--- src/rtl/pglcf_sqrt.sv ---
// Bit-pair integer square root, one result bit per cycle.
module pglcf_sqrt (
  input  logic        clk_i,
  input  logic        rst_ni,
  input  logic        start_i,
  input  logic [49:0] val_i,
  output logic        busy_o,
  output logic [24:0] root_o
);

  logic [49:0] rem_q, rem_d;
  logic [24:0] root_q, root_d;
  logic [49:0] val_q, val_d;
  logic [4:0]  cnt_q, cnt_d;
  logic        run_q, run_d;
  logic [51:0] trial;
  logic [51:0] cand;

  always_comb begin
    rem_d  = rem_q;
    root_d = root_q;
    val_d  = val_q;
    cnt_d  = cnt_q;
    run_d  = run_q;
    trial  = {rem_q, val_q[49:48]};
    cand   = {25'd0, root_q, 2'b01};
    if (start_i) begin
      rem_d  = '0;
      root_d = '0;
      val_d  = val_i;
      cnt_d  = 5'd25;
      run_d  = 1'b1;
    end else if (run_q) begin
      val_d = {val_q[47:0], 2'b00};
      if (trial >= cand) begin
        rem_d  = 50'(trial - cand);
        root_d = {root_q[23:0], 1'b1};
      end else begin
        rem_d  = 50'(trial);
        root_d = {root_q[23:0], 1'b0};
      end
      cnt_d = cnt_q - 5'd1;
      if (cnt_q == 5'd1) begin
        run_d = 1'b0;
      end
    end
  end

  always_ff @(posedge clk_i or negedge rst_ni) begin
    if (!rst_ni) begin
      run_q <= 1'b0;
      cnt_q <= '0;
    end else begin
      run_q <= run_d;
      cnt_q <= cnt_d;
    end
  end

  always_ff @(posedge clk_i) begin
    rem_q  <= rem_d;
    root_q <= root_d;
    val_q  <= val_d;
  end

  assign busy_o = run_q || start_i;
  assign root_o = root_q;

endmodule

--- config.mk ---
export PLATFORM = sky130hd
export DESIGN_NAME = pglcf_sqrt
export DESIGN_NICKNAME = d
export VERILOG_FILES = /design/src/rtl/pglcf_sqrt.sv
export SDC_FILE = /design/constraint.sdc
export NUM_CORES = 1
export LEC_CHECK = 0
export BUFFER_PORTS_ARGS = -buffer_cell sky130_fd_sc_hd__clkbuf_2
export CAP_MARGIN = 10
export CORE_ASPECT_RATIO = 1.4
export CORE_UTILIZATION = 45
export CTS_BUF_LIST = sky130_fd_sc_hd__clkbuf_16
export CTS_CLUSTER_SIZE = 30
export DETAILED_ROUTE_END_ITERATION = 7
export HOLD_SLACK_MARGIN = 0.12
export SYNTH_ARGS = -nofsm -noshare
export SYNTH_HDL_FRONTEND = slang
export SYNTH_SLANG_ARGS = --single-unit
--- constraint.sdc ---
create_clock -name clk_i -period 6.5 [get_ports clk_i]
set_input_delay 0.975 -clock clk_i [delete_from_list [all_inputs] [get_ports clk_i]]
set_output_delay 0.975 -clock clk_i [all_outputs]
set_load 0.005 [all_outputs]
==> impl_metrics.json, run 1 <==
{
  "period_needed_ns": 3.89,
  "synthesis.nets": 894,
  "cts_made_buffers": 17,
  "ys_seq_area_share_pct": 41.7,
  "fin_setup_tns_ns": 0,
  "synthAdderAreaFrac_pct": 4.79,
  "start_kind": "primary input",
  "clk_pin_slew_worst_paths_ns": 0.06,
  "synth_top_area_share_pct": 19.8,
  "whs_ns": 0.371,
  "leakage_nw": 3.62,
  "hp-class": "primary input to asynchronous set/reset pin",
  "cts_max_path_buffers": 2,
  "ys.flop_type": "dfxtp_1",
  "core_region_area_um2": 16300,
  "synth-xor-area-share_pct": 4.63,
  "route.detailed.drc": 0,
  "grt_pass1_wl_mm": 28.3,
  "syn_inst": 812,
  "peakVddDrop_mv": 0.194,
  "finalPower_w": 0.00419,
  "wl_per_cell_um": 15.7,
  "n_antenna_cell": 0,
  "max_freq_mhz": 257,
  "syn2layout_area_growth_pct": 14.5,
  "cp.required_ns": 5.52,
  "grt_setup_unrepaired": "no",
  "syn_avg_cell_area_um2": 9.32,
  "drtIter0Drc": 342,
  "grt_pass1_vias": 5977,
  "synth.mux.area_fraction_pct": 10.6,
  "ys_seq_elements": 131,
  "antenna_left": 0,
  "totalWireLength_mm": 16.9,
  "slew_headroom_pct": 24.4,
  "path_cells": "buf_4, nor2_1, inv_2, clkbuf_2",
  "htree_levels": 4,
  "postCtsSetupBuffers": 0,
  "yosys.area_share.simple_pct": 18.5,
  "synth_top_family_by_area": "simple AND/OR/NAND/NOR gates",
  "synth-compound-area-share_pct": 15.4,
  "final_area_um2": 8670,
  "dieWidth_um": 112,
  "cts.sinks": 131,
  "p_per_area_nw_per_um2": 483,
  "dr_total_vias": 6070,
  "cp_max_fo": 63,
  "hpwlAfterDp_mm": 12.0,
  "synth_area_leaders": "dfxtp_1 (20%), edfxtp_1 (20%), mux2_2 (7.1%)",
  "grt_antenna_before_repair": 0,
  "ys_types": 70,
  "cts_resized": 0,
  "worst-slew-pin-transition_ns": 1.13,
  "overflow": 0,
  "drive_above_1_share_pct": 20.6,
  "cp_slowest_cell": "inv_2",
  "cpPeakStageDelay_ns": 0.82,
  "clkLatencyLatePin_ns": 0.42,
  "gp_congestion": 0.889,
  "synthArstFlopShare_pct": 4.58,
  "die_area_um2": 17300,
  "crit_type": "primary input to primary output",
  "path_buf_inv": 3,
  "first_pass_iters": 4,
  "io_pins": 79,
  "grtUsageTotal_pct": 20.4,
  "drv_slew": 0,
  "root_buffer": "clkbuf_16",
  "dpl_cell_area_um2": 8060,
  "port_buffers": 78,
  "finalCritPeriodShare_pct": 59.8,
  "status": "completed",
  "cts_tree": "built",
  "setup_violations": 0,
  "rows": 55,
  "viasPerCell": 5.64,
  "cts_hold_buf": 0,
  "synth_edf_count": 50,
  "nNetsFinal": 948,
  "initial_core_util_pct": 46.4,
  "arrival_ns": 2.91,
  "die_h_um": 155,
  "end_kind": "primary output",
  "crit_family": "buffers and inverters",
  "maxCapViolCount": 0,
  "grt_max_degree": 66,
  "synth_top_area_cell": "dfxtp_1",
  "finalClockSkew_ns": 0.00928,
  "synth_area_um2": 7570,
  "final_hold_viol_count": 0,
  "ys_warn_count": 0
}
## routing by layer
metal | GRT usage, % | part of all wire, % | up-vias
li1 | - | - | 3052
met1 | 23.3 | 44 | 2859
met2 | 36.3 | 50 | 129
met3 | 4.64 | 3.8 | 30
met4 | 9.14 | 2.7 | 0
met5 | 0 | 0 | -
## cells in the mapped netlist (all sizes together), types with 6 or more instances
master    n
edfxtp   50
a311oi   25
ha       29
nand2b   11
dfrtp     6
xor2     16
o21ai    30
mux2i    26
o211ai    7
nand4    11
o21bai    9
clkbuf   33
a21oi    34
mux2     48
nand2    86
inv      39
or3       8
xnor2    24
nor3     14
nand3    17
nor2    105
a211oi   18
buf      13
dfxtp    75
a21o      7
## cells by family (layout without fill, tap and decap cells)
kind of cell / after synthesis / after routing
and+or+nand+nor: 289 / 289
DFF: 131 / 131
buffers and inverters: 85 / 151
AOI/OAI and AO/OA: 164 / 164
xor gates and xnor gates: 40 / 40
adders and majority gates: 29 / 29
muxes: 74 / 74
## state kept, by name, summed over array words and instances, names as in the netlist
signal,flops
run_q,1
root_o,25
val_q,50
cnt_q,5
rem_q,50
## cell usage in the layout (no fill, tap or decap), types with 4 or more instances in the layout
cell / synthesis / final
nor2_1: 104 / 104
nand2_1: 86 / 86
clkbuf_2: 1 / 77
dfxtp_1: 75 / 75
edfxtp_1: 50 / 50
mux2_2: 48 / 48
inv_1: 39 / 38
a21oi_1: 32 / 32
ha_1: 29 / 29
mux2i_1: 26 / 26
a311oi_1: 25 / 25
o21ai_0: 24 / 24
xnor2_1: 24 / 24
a211oi_1: 17 / 17
clkbuf_16: 0 / 17
nand3_1: 16 / 16
xor2_1: 16 / 16
nand4_1: 11 / 11
nor3_1: 11 / 11
nand2b_1: 11 / 11
o21bai_1: 9 / 9
or3_1: 8 / 8
a21o_1: 7 / 7
o211ai_1: 6 / 6
o21ai_1: 6 / 6
and2_1: 5 / 5
nor2b_1: 5 / 5
o21a_1: 5 / 5
dfrtp_1: 6 / 5
or4_1: 4 / 4
o31ai_1: 4 / 4
nor4b_1: 4 / 4
bufinv_16: 0 / 4
clkinv_2: 0 / 4
clkinv_4: 0 / 4
buf_4: 0 / 4
## through the flow
stage / utilization (%) / cells / worst slack (ns)
finish: 53.2 / 1077 / 2.61
global route: 53.2 / 1077 / 2.38
CTS: 53.2 / 1077 / 2.52
detailed placement: 49.4 / 1046 / 2.52
global placement: 49.4 / 1046 / 2.58
floorplan: - / 812 / 2.82
## report_power, final
group	switching, W	internal (W)	total [W]
logic	0.00117	0.000830	0.00200
clock network	0.000366	0.000638	0.00100
registers	0.000156	0.00103	0.00119
total	0.00169	0.00250	0.00419
## cell type report
| type | count | area, µm² |
|---|---|---|
| Clock buffer | 17 | 425 |
| Clock inverter | 14 | 188 |
| Fill cell | 1516 | 7640 |
| Inverter | 39 | 146 |
| Multi-Input combinational cell | 596 | 4090 |
| Sequential cell | 131 | 3160 |
| Tap cell | 199 | 249 |
| Timing Repair Buffer | 81 | 415 |
## final timing paths
check	from	end	slack (ns)	depth (start not counted)
max	start_i	busy_o	2.61	4
min	rst_ni	cnt_q[3]	0.37	1
max reg2reg	root_o[19]	rem_q[41]	2.88	11
min reg2reg	rem_q[3]	rem_q[5]	0.49	2
max in group asynchronous	rst_ni	run_q	5.96	1
min in group clk_i	rem_q[3]	rem_q[5]	0.49	2
(Power assumes the default switching activity.)
==> inputs of run 2 (changes only) <==
==> constraint.sdc (replaced) <==
create_clock -name clk_i -period 3.9 [get_ports clk_i]
set_input_delay 0.585 -clock clk_i [delete_from_list [all_inputs] [get_ports clk_i]]
set_output_delay 0.585 -clock clk_i [all_outputs]
set_load 0.005 [all_outputs]
==> run 2 against run 1 <==
Effect of this change: sequential share of layout area about the same; power increased by 64%; clock skew decreased by 0.0017 ns; final cell count increased by 0.65%; combinational power increased by 68%; clock power increased by 54%; global-route usage increased by 0.93 points; via count increased by 3.1%; flip-flop and latch count unchanged; sequential power increased by 66%; critical endpoint is now rem_q[34]; largest power group unchanged; highest routed layer unchanged.
==> impl_metrics.json, run 2 (same netlist as run 1, synthesis figures left out) <==
{
  "route.detailed.drc": 0,
  "final_util_pct": 53.2,
  "port_buffers": 78,
  "final_hold_viol_count": 0,
  "grt-busiest-layer": "met2",
  "cp.required_ns": 4.21,
  "die_area_um2": 17300,
  "layout_commonest_cell": "nor2_1",
  "slew_headroom_pct": 38.4,
  "wl_per_cell_um": 16.1,
  "clk_pin_slew_worst_paths_ns": 0.06,
  "drtIter0Drc": 314,
  "root_buffer": "clkbuf_16",
  "htree_levels": 4,
  "io_pins": 79,
  "dr_total_vias": 6256,
  "start_kind": "register",
  "n_antenna_cell": 0,
  "fillCellCount": 1504,
  "final_cell_mix": "nor2_1 (104), nand2_1 (86), clkbuf_2 (77)",
  "cts_tree": "built",
  "crit_type": "register to register",
  "fin_setup_tns_ns": 0,
  "die_h_um": 155,
  "peakVddDrop_mv": 0.309,
  "finalCritPeriodShare_pct": 82.7,
  "overflow": 0,
  "cts_made_buffers": 17,
  "drv_slew": 0,
  "cts.sinks": 131,
  "met1_usage_pct": 24.1,
  "clkLatencyLatePin_ns": 0.42,
  "core_region_area_um2": 16300,
  "rows": 55,
  "initial_core_util_pct": 46.4,
  "grt_pass1_wl_mm": 30.0,
  "first_pass_iters": 5,
  "cts_max_path_buffers": 2,
  "grtUsageTotal_pct": 21.3,
  "p_per_area_nw_per_um2": 793,
  "syn2layout_area_growth_pct": 14.6,
  "arrival_ns": 3.54,
  "maxCapViolCount": 0,
  "grt_pass1_vias": 6372,
  "grt_antenna_before_repair": 0,
  "end_kind": "register",
  "status": "completed",
  "hpwlAfterDp_mm": 12.4,
  "finalClockSkew_ns": 0.00756,
  "drive_above_1_share_pct": 21.1,
  "nNetsFinal": 954,
  "worst-slew-pin-transition_ns": 0.924,
  "viasPerCell": 5.77,
  "hp-class": "primary input to register",
  "totalWireLength_mm": 17.5,
  "antenna_left": 0,
  "cts_resized": 0,
  "grt_max_degree": 82,
  "period_needed_ns": 3.23,
  "setup_violations": 0,
  "gp_congestion": 0.912,
  "max_freq_mhz": 310,
  "met2_usage_pct": 38.7,
  "leakage_nw": 3.61,
  "cp_max_fo": 8,
  "grt_setup_unrepaired": "no",
  "dieWidth_um": 112,
  "met3_usage_pct": 4.83
}
-- run 2: cell count changes in the layout (fill, tap and decap cells not counted), sizes merged --
cell,change
inv,+4
buf,+5
bufinv,-3
clkinv,-5
dlygate4sd3,+1
clkinvlp,+5
-- run 2: final cells by class --
type                       instances  area (µm²)  share of cell area (%)
clock buffer                      17         425                    4.90
clock inverter                    15         134                    1.54
inverter                          39         146                    1.69
multi-input combinational        596        4090                    47.1
sequential                       131        3160                    36.4
tap                              199         249                    2.87
timing repair buffer              87         475                    5.48
-- run 2: repair_timing --
item / 4_1_cts / 5_1_grt
setup buffers: 0 / 0
setup endpoints to repair: 0 / 0
hold buffers: 1 / 0
endpoints found under the hold margin: 6 / 0
-- run 2: per-layer routing --
metal	up-vias	wire, µm	share of wire [%]
li1	3051	-	-
met1	3005	7410	42
met2	163	8940	51
met3	37	685	3.9
met4	0	469	2.7
met5	-	0	0
-- run 2: report_power, final --
| group | total [W] | internal (W) | leakage [nW] | switching [W] |
|---|---|---|---|---|
| sequential | 0.00198 | 0.00172 | 1.21 | 0.000265 |
| combinational | 0.00336 | 0.00140 | 2.13 | 0.00196 |
| clock | 0.00154 | 0.000881 | 0.265 | 0.000657 |
-- run 2: path summary, 6_finish.rpt --
kind | startpoint | slack (ns) | depth (start not counted) | endpoint
max reg2reg | root_o[13] | 0.67 | 9 | rem_q[34]
max in group asynchronous | rst_ni | 3.18 | 2 | run_q
min reg2reg | rem_q[43] | 0.48 | 2 | rem_q[43]
max | root_o[13] | 0.67 | 9 | rem_q[34]
min in group asynchronous | rst_ni | 0.54 | 2 | cnt_q[0]
min | val_i[1] | 0.45 | 2 | val_q[1]
-- run 2: per-stage QoR --
step | hold WS, ns | instance area, µm² | total power (W) | setup WS (ns) | cells
floorplan | 0.289 | 7570 | 0.00456 | 0.996 | 812
finish | 0.446 | 8680 | 0.00688 | 0.675 | 1084
detailed placement | 0.424 | 8110 | 0.00532 | 0.729 | 1051
global placement | 0.417 | 8110 | 0.00527 | 0.777 | 1051
CTS | 0.435 | 8680 | 0.00689 | 0.692 | 1084
global route | 0.433 | 8680 | 0.00740 | 0.431 | 1084
-- run 2: critical path, stage by stage (launching register included) --
cell and delay [ns]:
dfxtp_1 0.38, inv_1 0.06, ha_1 0.40, a21oi_1 0.37, o21ai_0 0.20, or4_4 0.54
a21boi_4 0.21, nor2_2 0.12, or4_1 0.51, a311oi_1 0.32
