File: config.mk
export PLATFORM = sky130hd
export DESIGN_NAME = pglcf_div
export DESIGN_NICKNAME = d
export VERILOG_FILES = /design/src/rtl/pglcf_pkg.sv /design/src/rtl/pglcf_div.sv
export SDC_FILE = /design/constraint.sdc
export NUM_CORES = 1
export LEC_CHECK = 0
export BUFFER_PORTS_ARGS = -buffer_cell sky130_fd_sc_hd__buf_2
export CAP_MARGIN = 20
export CORE_UTILIZATION = 50
export DETAILED_ROUTE_END_ITERATION = 8
export GPL_TIMING_DRIVEN = 0
export HOLD_SLACK_MARGIN = 0.08
export PLACE_DENSITY = 0.81
export SYNTH_ARGS = -nofsm -noshare
export SYNTH_HDL_FRONTEND = slang
export SYNTH_SLANG_ARGS = --single-unit
File: constraint.sdc
create_clock -name clk_i -period 2.8 [get_ports clk_i]
set_input_delay 0.56 -clock clk_i [delete_from_list [all_inputs] [get_ports clk_i]]
set_output_delay 0.56 -clock clk_i [all_outputs]
set_load 0.02 [all_outputs]
File: src/rtl/pglcf_pkg.sv
// Package with types and constants of the point group line and circle fit.
package pglcf_pkg;

  localparam int unsigned CoordW = 24;
  localparam int unsigned WideW  = 32;
  localparam int unsigned RadW   = 25;
  localparam int unsigned StatW  = 2;

  localparam logic [StatW-1:0] StatOk   = 2'd0;
  localparam logic [StatW-1:0] StatEmpty = 2'd1;
  localparam logic [StatW-1:0] StatVert = 2'd2;
  localparam logic [StatW-1:0] StatSat  = 2'd3;

  typedef enum logic [3:0] {
    StLoad,
    StMean,
    StScan,
    StScanLast,
    StSlope,
    StIcpt,
    StProjNear,
    StProjFar,
    StRoot,
    StOut
  } state_e;

  typedef struct packed {
    logic signed [CoordW-1:0] point_x;
    logic signed [CoordW-1:0] point_y;
    logic                     last_point;
  } in_item_t;

  typedef struct packed {
    logic signed [WideW-1:0]  slope;
    logic signed [WideW-1:0]  intercept;
    logic signed [CoordW-1:0] near_x;
    logic signed [WideW-1:0]  near_y;
    logic signed [CoordW-1:0] far_x;
    logic signed [WideW-1:0]  far_y;
    logic signed [CoordW-1:0] ctr_x;
    logic signed [CoordW-1:0] ctr_y;
    logic [RadW-1:0]          radius;
    logic [StatW-1:0]         status;
  } out_item_t;

  typedef struct packed {
    logic start;
    logic busy;
  } div_ctl_t;

endpackage

File: src/rtl/pglcf_div.sv
// Restoring divider, one quotient bit per cycle, unsigned operands.
module pglcf_div #(
  parameter int unsigned NumW = 64,
  parameter int unsigned DenW = 64
) (
  input  logic                 clk_i,
  input  logic                 rst_ni,
  input  pglcf_pkg::div_ctl_t  ctl_i,
  input  logic [NumW-1:0]      num_i,
  input  logic [DenW-1:0]      den_i,
  output logic                 done_o,
  output logic [NumW-1:0]      quo_o,
  output logic [DenW-1:0]      rem_o
);

  localparam int unsigned CntW = $clog2(NumW + 1);

  logic [NumW-1:0] quo_q, quo_d;
  logic [DenW-1:0] rem_q, rem_d;
  logic [DenW-1:0] den_q, den_d;
  logic [CntW-1:0] cnt_q, cnt_d;
  logic            run_q, run_d;
  logic [DenW:0]   trial;

  always_comb begin
    quo_d = quo_q;
    rem_d = rem_q;
    den_d = den_q;
    cnt_d = cnt_q;
    run_d = run_q;
    trial = {rem_q, quo_q[NumW-1]};
    if (ctl_i.start) begin
      quo_d = num_i;
      rem_d = '0;
      den_d = den_i;
      cnt_d = CntW'(NumW);
      run_d = 1'b1;
    end else if (run_q) begin
      if (trial >= {1'b0, den_q}) begin
        rem_d = DenW'(trial - {1'b0, den_q});
        quo_d = {quo_q[NumW-2:0], 1'b1};
      end else begin
        rem_d = DenW'(trial);
        quo_d = {quo_q[NumW-2:0], 1'b0};
      end
      cnt_d = cnt_q - CntW'(1);
      if (cnt_q == CntW'(1)) begin
        run_d = 1'b0;
      end
    end
  end

  always_ff @(posedge clk_i or negedge rst_ni) begin
    if (!rst_ni) begin
      run_q <= 1'b0;
      cnt_q <= '0;
    end else begin
      run_q <= run_d;
      cnt_q <= cnt_d;
    end
  end

  always_ff @(posedge clk_i) begin
    quo_q <= quo_d;
    rem_q <= rem_d;
    den_q <= den_d;
  end

  assign done_o = ctl_i.busy && !run_q && !ctl_i.start;
  assign quo_o  = quo_q;
  assign rem_o  = rem_q;

endmodule

==> out/qor.csv, run 1 <==
stage,metric,value,unit
outcome,status,"finished, violations left",
outcome,violations,negative setup slack,
critical_path,criticalPathCategory,flop to flop,
critical_path,critical_path.max_stage_delay,450,ps
critical_path,start_kind,flop,
pwr,p_leak,7.025,nW
floorplanning,row_count,56,
place,gp_congestion,0.9834,
critical_path,end_kind,flop,
place,port_buffers,260,
global_route,antenna_found_initial,1,
timing,period_minus_slack,3222,ps
clock_network,h-tree-depth,4,
finish,fillers,1770,
finish,multi_input_area,7143,um^2
critical_path,cpMaxStageDelayCell,or3_1,
drt,vias_per_cell,5.953,
floorplanning,die_y,157.3,um
run,maxCapViolCount,0,
timing,tightest_slew,1026,ps
yosys,synth_warnings,0,
drt,vias,11250,
yosys,synth.distinct_cells,77,
place,dp_hpwl,27.52,mm
clock_network,cts_made_buffers,17,
yosys,synth_async_sr_flop_share,4.000,%
finish,stdcell_count,1889,
finish,design_area,16290,um^2
yosys,synth-main-ff-cell,edfxtp_1,
finish,drive_above_1_share,42.57,%
timing,finalSetupViolCount,65,
finish,nets,1755,
yosys,synth_edf_count,128,
yosys,ys_seq_elements,200,
drt,routed_wl,40.10,mm
global_route,grt_pass1_wl,58.44,mm
yosys,avgSynthCellArea,9.881,um^2
critical_path,critPathRequiredTime,3140,ps
drt,ant_nets,0,
place,placed_area,14080,um^2
floorplanning,die-area,24740,um^2
drt,wire_per_inst,21.23,um
yosys,yosysSeqAreaShare,44.17,%
timing,finalSetupTns,-21110,ps
min_path,hold_class,input port to flop,
clock_network,tritoncts,built,
timing,max_freq,0.3104,GHz
pwr,vdd.ir_drop.worst,484.4,uV
clock_network,clockBufferDepth,2,
clock_network,insertion_delay,460,ps
finish,final-seq-area,5370,um^2
timing,slew_headroom,31.61,%
critical_path,cp_max_fo,6,
yosys,synthesis.nets,1419,
clock_network,clkTransAtPathRegs,90,ps
finish,area_growth,35.14,%
timing,final_max_slew_viol_count,0,
timing,hold_viol,0,
finish,fin_util,69.20,%
critical_path,crit_arrival,3560,ps
timing,clock_skew,24.10,ps
floorplanning,top_level_ports,261,
critical_path,path_common_cell,buf_6,
timing,rsz0062_at_grt,yes,
global_route,grt_pass1_vias,10900,
yosys,synthCells,1220,
yosys,synthesis.area,12060,um^2
global_route,grt_max_degree,39,
timing,period_share,115.1,%
critical_path,path_cells,inv_1 -> ha_1 -> and3_1 -> nand2_1 -> or3_1 -> nor3_2 -> nand4_1 -> nand3_1 -> a41o_1 -> buf_6 -> buf_6 -> clkinv_8 -> clkbuf_16 -> and3_4 -> a211o_1,
floorplanning,fp.dieW,157.3,um
floorplanning,core_area,23540,um^2
pwr,powerDensity,1070,nW/um^2
global_route,grt_usage,31.08,%
drt,drtIter0Drc,1028,
drt,drc,0,
clock_network,ctsRootBufferMaster,clkbuf_16,
global_route,grt_overflow,0,
clock_network,clock_sinks,200,
place,dp_cells,1801,
drt,dr.pass1.iters,6,
floorplanning,start_util,51.21,%
timing,finalWorstSetupSlack,-421.5,ps
final timing paths:
check / start / end / slack [ps] / cells past startpoint
worst max-delay path: den_q[58] / rem_o[55] / -420 / 15
worst min-delay path: den_i[60] / den_q[60] / 270 / 1
worst max register to register: den_q[58] / rem_o[55] / -420 / 15
worst min register to register: rem_o[33] / rem_o[33] / 500 / 2
max in group asynchronous: rst_ni / cnt_q[0] / 2120 / 2
min in group asynchronous: rst_ni / cnt_q[1] / 510 / 2
metal layers:
metal / share of wire, % / wire length (um) / global-route usage (%) / vias up
li1: - / - / - / 5107
met1: 38 / 15330 / 38.00 / 5327
met2: 46 / 18640 / 51.73 / 662
met3: 9.8 / 3947 / 6.911 / 150
met4: 5.5 / 2186 / 15.07 / 0
met5: 0 / 0 / 0 / -
area by class of cell:
cell class | instances | area share, %
diodes | 1 | 0.01536
plain buffers | 51 | 2.350
clock buffers | 17 | 2.611
clock inverters | 15 | 1.290
inverters | 89 | 2.150
multi-input cells | 869 | 43.84
flip-flops and latches | 200 | 32.96
well taps | 319 | 2.450
repair buffers | 327 | 12.28
repair inverters | 1 | 0.04608
per-stage QoR:
| stage | power [mW] | setup slack (ps) | hold slack [ps] |
|---|---|---|---|
| final | 17.43 | -421.5 | 267.5 |
| after global placement | 11.98 | -1989 | 409.9 |
| after CTS | 16.25 | -333.8 | 263.1 |
| after floorplan | 9.960 | -266.8 | 264.4 |
| after global routing | 18.21 | -513.8 | 257.1 |
| after detailed placement | 12.10 | -1132 | 412.6 |
repair_timing:
action / in CTS / in global routing
resized for setup: 141 / 120
cloned: 4 / 2
endpoints found under the setup margin: 137 / 104
setup buffers: 39 / 21
hold endpoints to repair: 8 / 0
hold buffers: 1 / 0
pin swaps: 63 / 38
cell usage after synthesis (24+ instances only):
cell      instances  share of area [%]
xor2_1           24                1.7
a211oi_1         25                1.6
dfxtp_1          64                 11
edfxtp_1        128                 32
a21o_1           28                1.7
clkbuf_1         39                1.2
o21ai_0          44                1.8
nand2_1         142                4.4
a21oi_1          80                3.3
xnor2_1          42                3.1
ha_1             66                6.9
mux2_2           64                6.0
inv_1            88                2.7
nor2_1          106                3.3
logic make-up after synthesis:
kind of cell / synth area share, %
adders and majority gates: 7.016
and+or+nand+nor: 12.91
buffers and inverters: 5.501
muxes: 7.473
AOI/OAI and AO/OA: 18.13
xor gates and xnor gates: 4.795
DFF: 44.17
layout by cell type, fill, tap and decap left out, drive strengths merged, types with 4 or more instances in the layout:
cell      n
o211ai    5
o21ai    56
xor2     24
a311oi   29
inv      94
a21oi    80
nand3    16
buf     342
ha       66
dfxtp    64
nor4      7
nand2b    7
nor2    106
a211oi   27
nand4    18
o31ai     4
o21bai   20
a21o     28
nand2   144
clkinv    8
mux2i    18
xnor2    42
clkbuf   51
mux2     64
o21a      7
o22ai     6
and3      8
dfrtp     8
edfxtp  128
nor3     17
nor2b     7
a31oi    15
registers in the layout, indices dropped and copies added, names as in the netlist:
register and flops:
rem_o 64, run_q 1, cnt_q 7, den_q 64, quo_o 64
power breakdown:
part	leakage (nW)	total (mW)	switching [mW]	internal, mW
sequential	1.93	4.60	0.735	3.86
clock	0.301	2.62	1.38	1.24
combinational	4.79	10.2	5.71	4.50
worst max-delay path, delay by kind of cell (launching register included):
kind	cells	cell delay, ps
simple gates	7	1440
buf+inv	5	580
flops	1	340
compound gates	2	350
fa+ha+maj	1	390
Power figures use the tool's default switching activity.
==> run 2, diff against run 1 <==
--- a/config.mk
+++ b/config.mk
@@ -9,9 +9,11 @@
 export CAP_MARGIN = 20
 export CORE_UTILIZATION = 50
 export DETAILED_ROUTE_END_ITERATION = 8
+export GPL_ROUTABILITY_DRIVEN = 0
 export GPL_TIMING_DRIVEN = 0
-export HOLD_SLACK_MARGIN = 0.08
+export HOLD_SLACK_MARGIN = 0.05
 export PLACE_DENSITY = 0.81
+export RECOVER_POWER = 50
 export SYNTH_ARGS = -nofsm -noshare
 export SYNTH_HDL_FRONTEND = slang
 export SYNTH_SLANG_ARGS = --single-unit
==> run 2 against run 1 <==
Compared with the run above:
- the run ends with max-capacitance violations, max-slew violations, negative setup slack left
- largest cell class unchanged
- sequential share of layout area rose by 0.16 points
- flip-flop and latch count unchanged
- core utilization decreased by 0.32 points
- clock skew down 5.5 ps
- critical path type unchanged
==> out/qor.csv, run 2 (synthesized netlist as in run 1, its figures left out) <==
stage,metric,value,unit,change
drt,vias,11790,,+4.9%
timing,finalSetupViolCount,65,,unchanged
run,maxCapViolCount,1,,+1
global_route,top_usage_layer,met2,,
pwr,p_leak,7.011,nW,-0.20%
global_route,antenna_found_initial,1,,unchanged
place,dp_cells,1801,,unchanged
pwr,vdd.ir_drop.worst,550.6,uV,+14%
timing,rsz0062_at_grt,yes,,
critical_path,critPathRequiredTime,3150,ps,about the same
clock_network,tritoncts,built,,
timing,period_minus_slack,3604,ps,+382.4 ps
clock_network,clock_sinks,200,,unchanged
timing,clock_skew,18.57,ps,-5.531 ps
drt,drc,0,,unchanged
timing,final_max_slew_viol_count,35,,+35
place,placed_area,14080,um^2,unchanged
outcome,violations,"max-capacitance violations, max-slew violations, negative setup slack",,
critical_path,crit_arrival,3950,ps,+390 ps
outcome,status,"finished, violations left",,
global_route,use_met1,36.76,%,-1.2 points
place,port_buffers,260,,unchanged
clock_network,clockBufferDepth,2,,unchanged
timing,max_freq,0.2775,GHz,-11%
global_route,grt_max_degree,39,,unchanged
timing,finalWorstSetupSlack,-803.9,ps,-382.4 ps
floorplanning,row_count,56,,unchanged
global_route,grt_util_met3,6.856,%,-0.055 points
global_route,global_route.usage.met2,50.70,%,-1.0 points
global_route,grt_overflow,0,,unchanged
global_route,grt_pass1_vias,11060,,+1.5%
floorplanning,core_area,23540,um^2,unchanged
floorplanning,die_y,157.3,um,unchanged
critical_path,start_kind,flop,,
clock_network,insertion_delay,460,ps,about the same
timing,tightest_slew,1950,ps,+924.2 ps
clock_network,h-tree-depth,4,,unchanged
floorplanning,top_level_ports,261,,unchanged
min_path,hold_class,input port to flop,,
drt,ant_nets,0,,unchanged
clock_network,cts_made_buffers,17,,unchanged
floorplanning,start_util,51.21,%,unchanged
clock_network,ctsRootBufferMaster,clkbuf_16,,
finish,final_cell_mix,"250 x buf_2, 128 x edfxtp_1, 112 x nand2_1, 103 x nor2_1, 79 x inv_1",,
finish,area_growth,34.51,%,
finish,design_area,16220,um^2,-0.47%
global_route,grt_pass1_wl,57.82,mm,-1.1%
timing,period_share,128.7,%,+14 points
critical_path,end_kind,flop,,
finish,stdcell_count,1896,,+0.37%
global_route,grt_usage,30.56,%,-0.51 points
timing,finalSetupTns,-43170,ps,-22060 ps
critical_path,criticalPathCategory,flop to flop,,
drt,drtIter0Drc,1345,,+31%
finish,final_common_cell,buf_2,,
finish,nets,1762,,+0.40%
floorplanning,fp.dieW,157.3,um,unchanged
pwr,powerDensity,1098,nW/um^2,+2.6%
timing,hold_viol,0,,unchanged
floorplanning,die-area,24740,um^2,unchanged
clock_network,clkTransAtPathRegs,90,ps,about the same
drt,dr.pass1.iters,8,,+2
drt,routed_wl,42.52,mm,+6.0%
timing,slew_headroom,-30.00,%,-62 points
critical_path,cp_max_fo,7,,+1
finish,drive_above_1_share,40.55,%,-2.0 points
place,dp_hpwl,27.52,mm,about the same
drt,vias_per_cell,6.220,,+4.5%
drt,wire_per_inst,22.42,um,+5.6%
## run 2: changes by cell type in the layout (fill, tap and decap cells not counted), sizes merged
cell    change
clkbuf     +25
buf        -17
clkinv      +2
inv         -2
bufbuf      -1
## run 2: final cells by class
cell class / count / area (um^2)
inverter: 89 / 350.3
multi-input combinational: 869 / 7018
fill: 1697 / 7327
sequential: 200 / 5370
buffer: 56 / 405.4
timing repair inverter: 1 / 7.507
antenna: 1 / 2.502
clock buffer: 17 / 425.4
tap: 319 / 399.1
timing repair buffer: 329 / 2038
clock inverter: 15 / 198.9
## run 2: per-stage QoR
| step | util [%] | setup WS, ps | hold slack [ps] | power, mW |
|---|---|---|---|---|
| CTS | 65.04 | -310.2 | 267.9 | 15.53 |
| floorplan | - | -266.8 | 264.4 | 9.960 |
| finish | 68.88 | -803.9 | 270.6 | 17.80 |
| detailed placement | 59.81 | -1184 | 410.5 | 12.09 |
| global placement | 59.64 | -1984 | 409.4 | 11.90 |
| global route | 68.87 | -847.0 | 266.5 | 18.45 |
## run 2: final timing paths
check | slack [ps] | end | cells past startpoint | from
hold / removal | 270 | den_q[7] | 1 | den_i[7]
setup / recovery | -800 | rem_o[43] | 17 | den_q[6]
min in group asynchronous | 580 | cnt_q[6] | 2 | rst_ni
hold reg to reg | 500 | rem_o[5] | 2 | rem_o[4]
setup reg to reg | -800 | rem_o[43] | 17 | den_q[6]
max in group asynchronous | 1910 | cnt_q[2] | 2 | rst_ni
## run 2: power by group
part | internal (mW) | switching [mW]
clock network | 1.22 | 1.36
registers | 3.86 | 0.753
logic | 4.59 | 6.02
total | 9.67 | 8.13
## run 2: per-layer routing
layer	up-vias	wire length, um
li1	5133	-
met1	5496	15320
met2	882	19120
met3	283	4992
met4	0	3081
met5	-	0
## run 2: what timing repair did
item	CTS	global route
gates cloned	1	7
setup endpoints to repair	137	65
gates resized for setup	96	124
pin swaps	49	55
hold buffers	1	0
hold endpoints to repair	8	0
setup buffers	33	28
## run 2: worst max-delay path: stages (launching register included)
cell and delay, ps:
edfxtp_1 390, inv_2 80, ha_4 190, buf_6 140, a21oi_4 190, o21ai_2 70
a41o_1 240, o211ai_1 540, nor4b_4 350, o21ai_2 90, a41o_1 250, buf_6 150
buf_12 140, inv_12 80, buf_12 100, clkbuf_16 160, nand2_1 60, a311oi_1 260
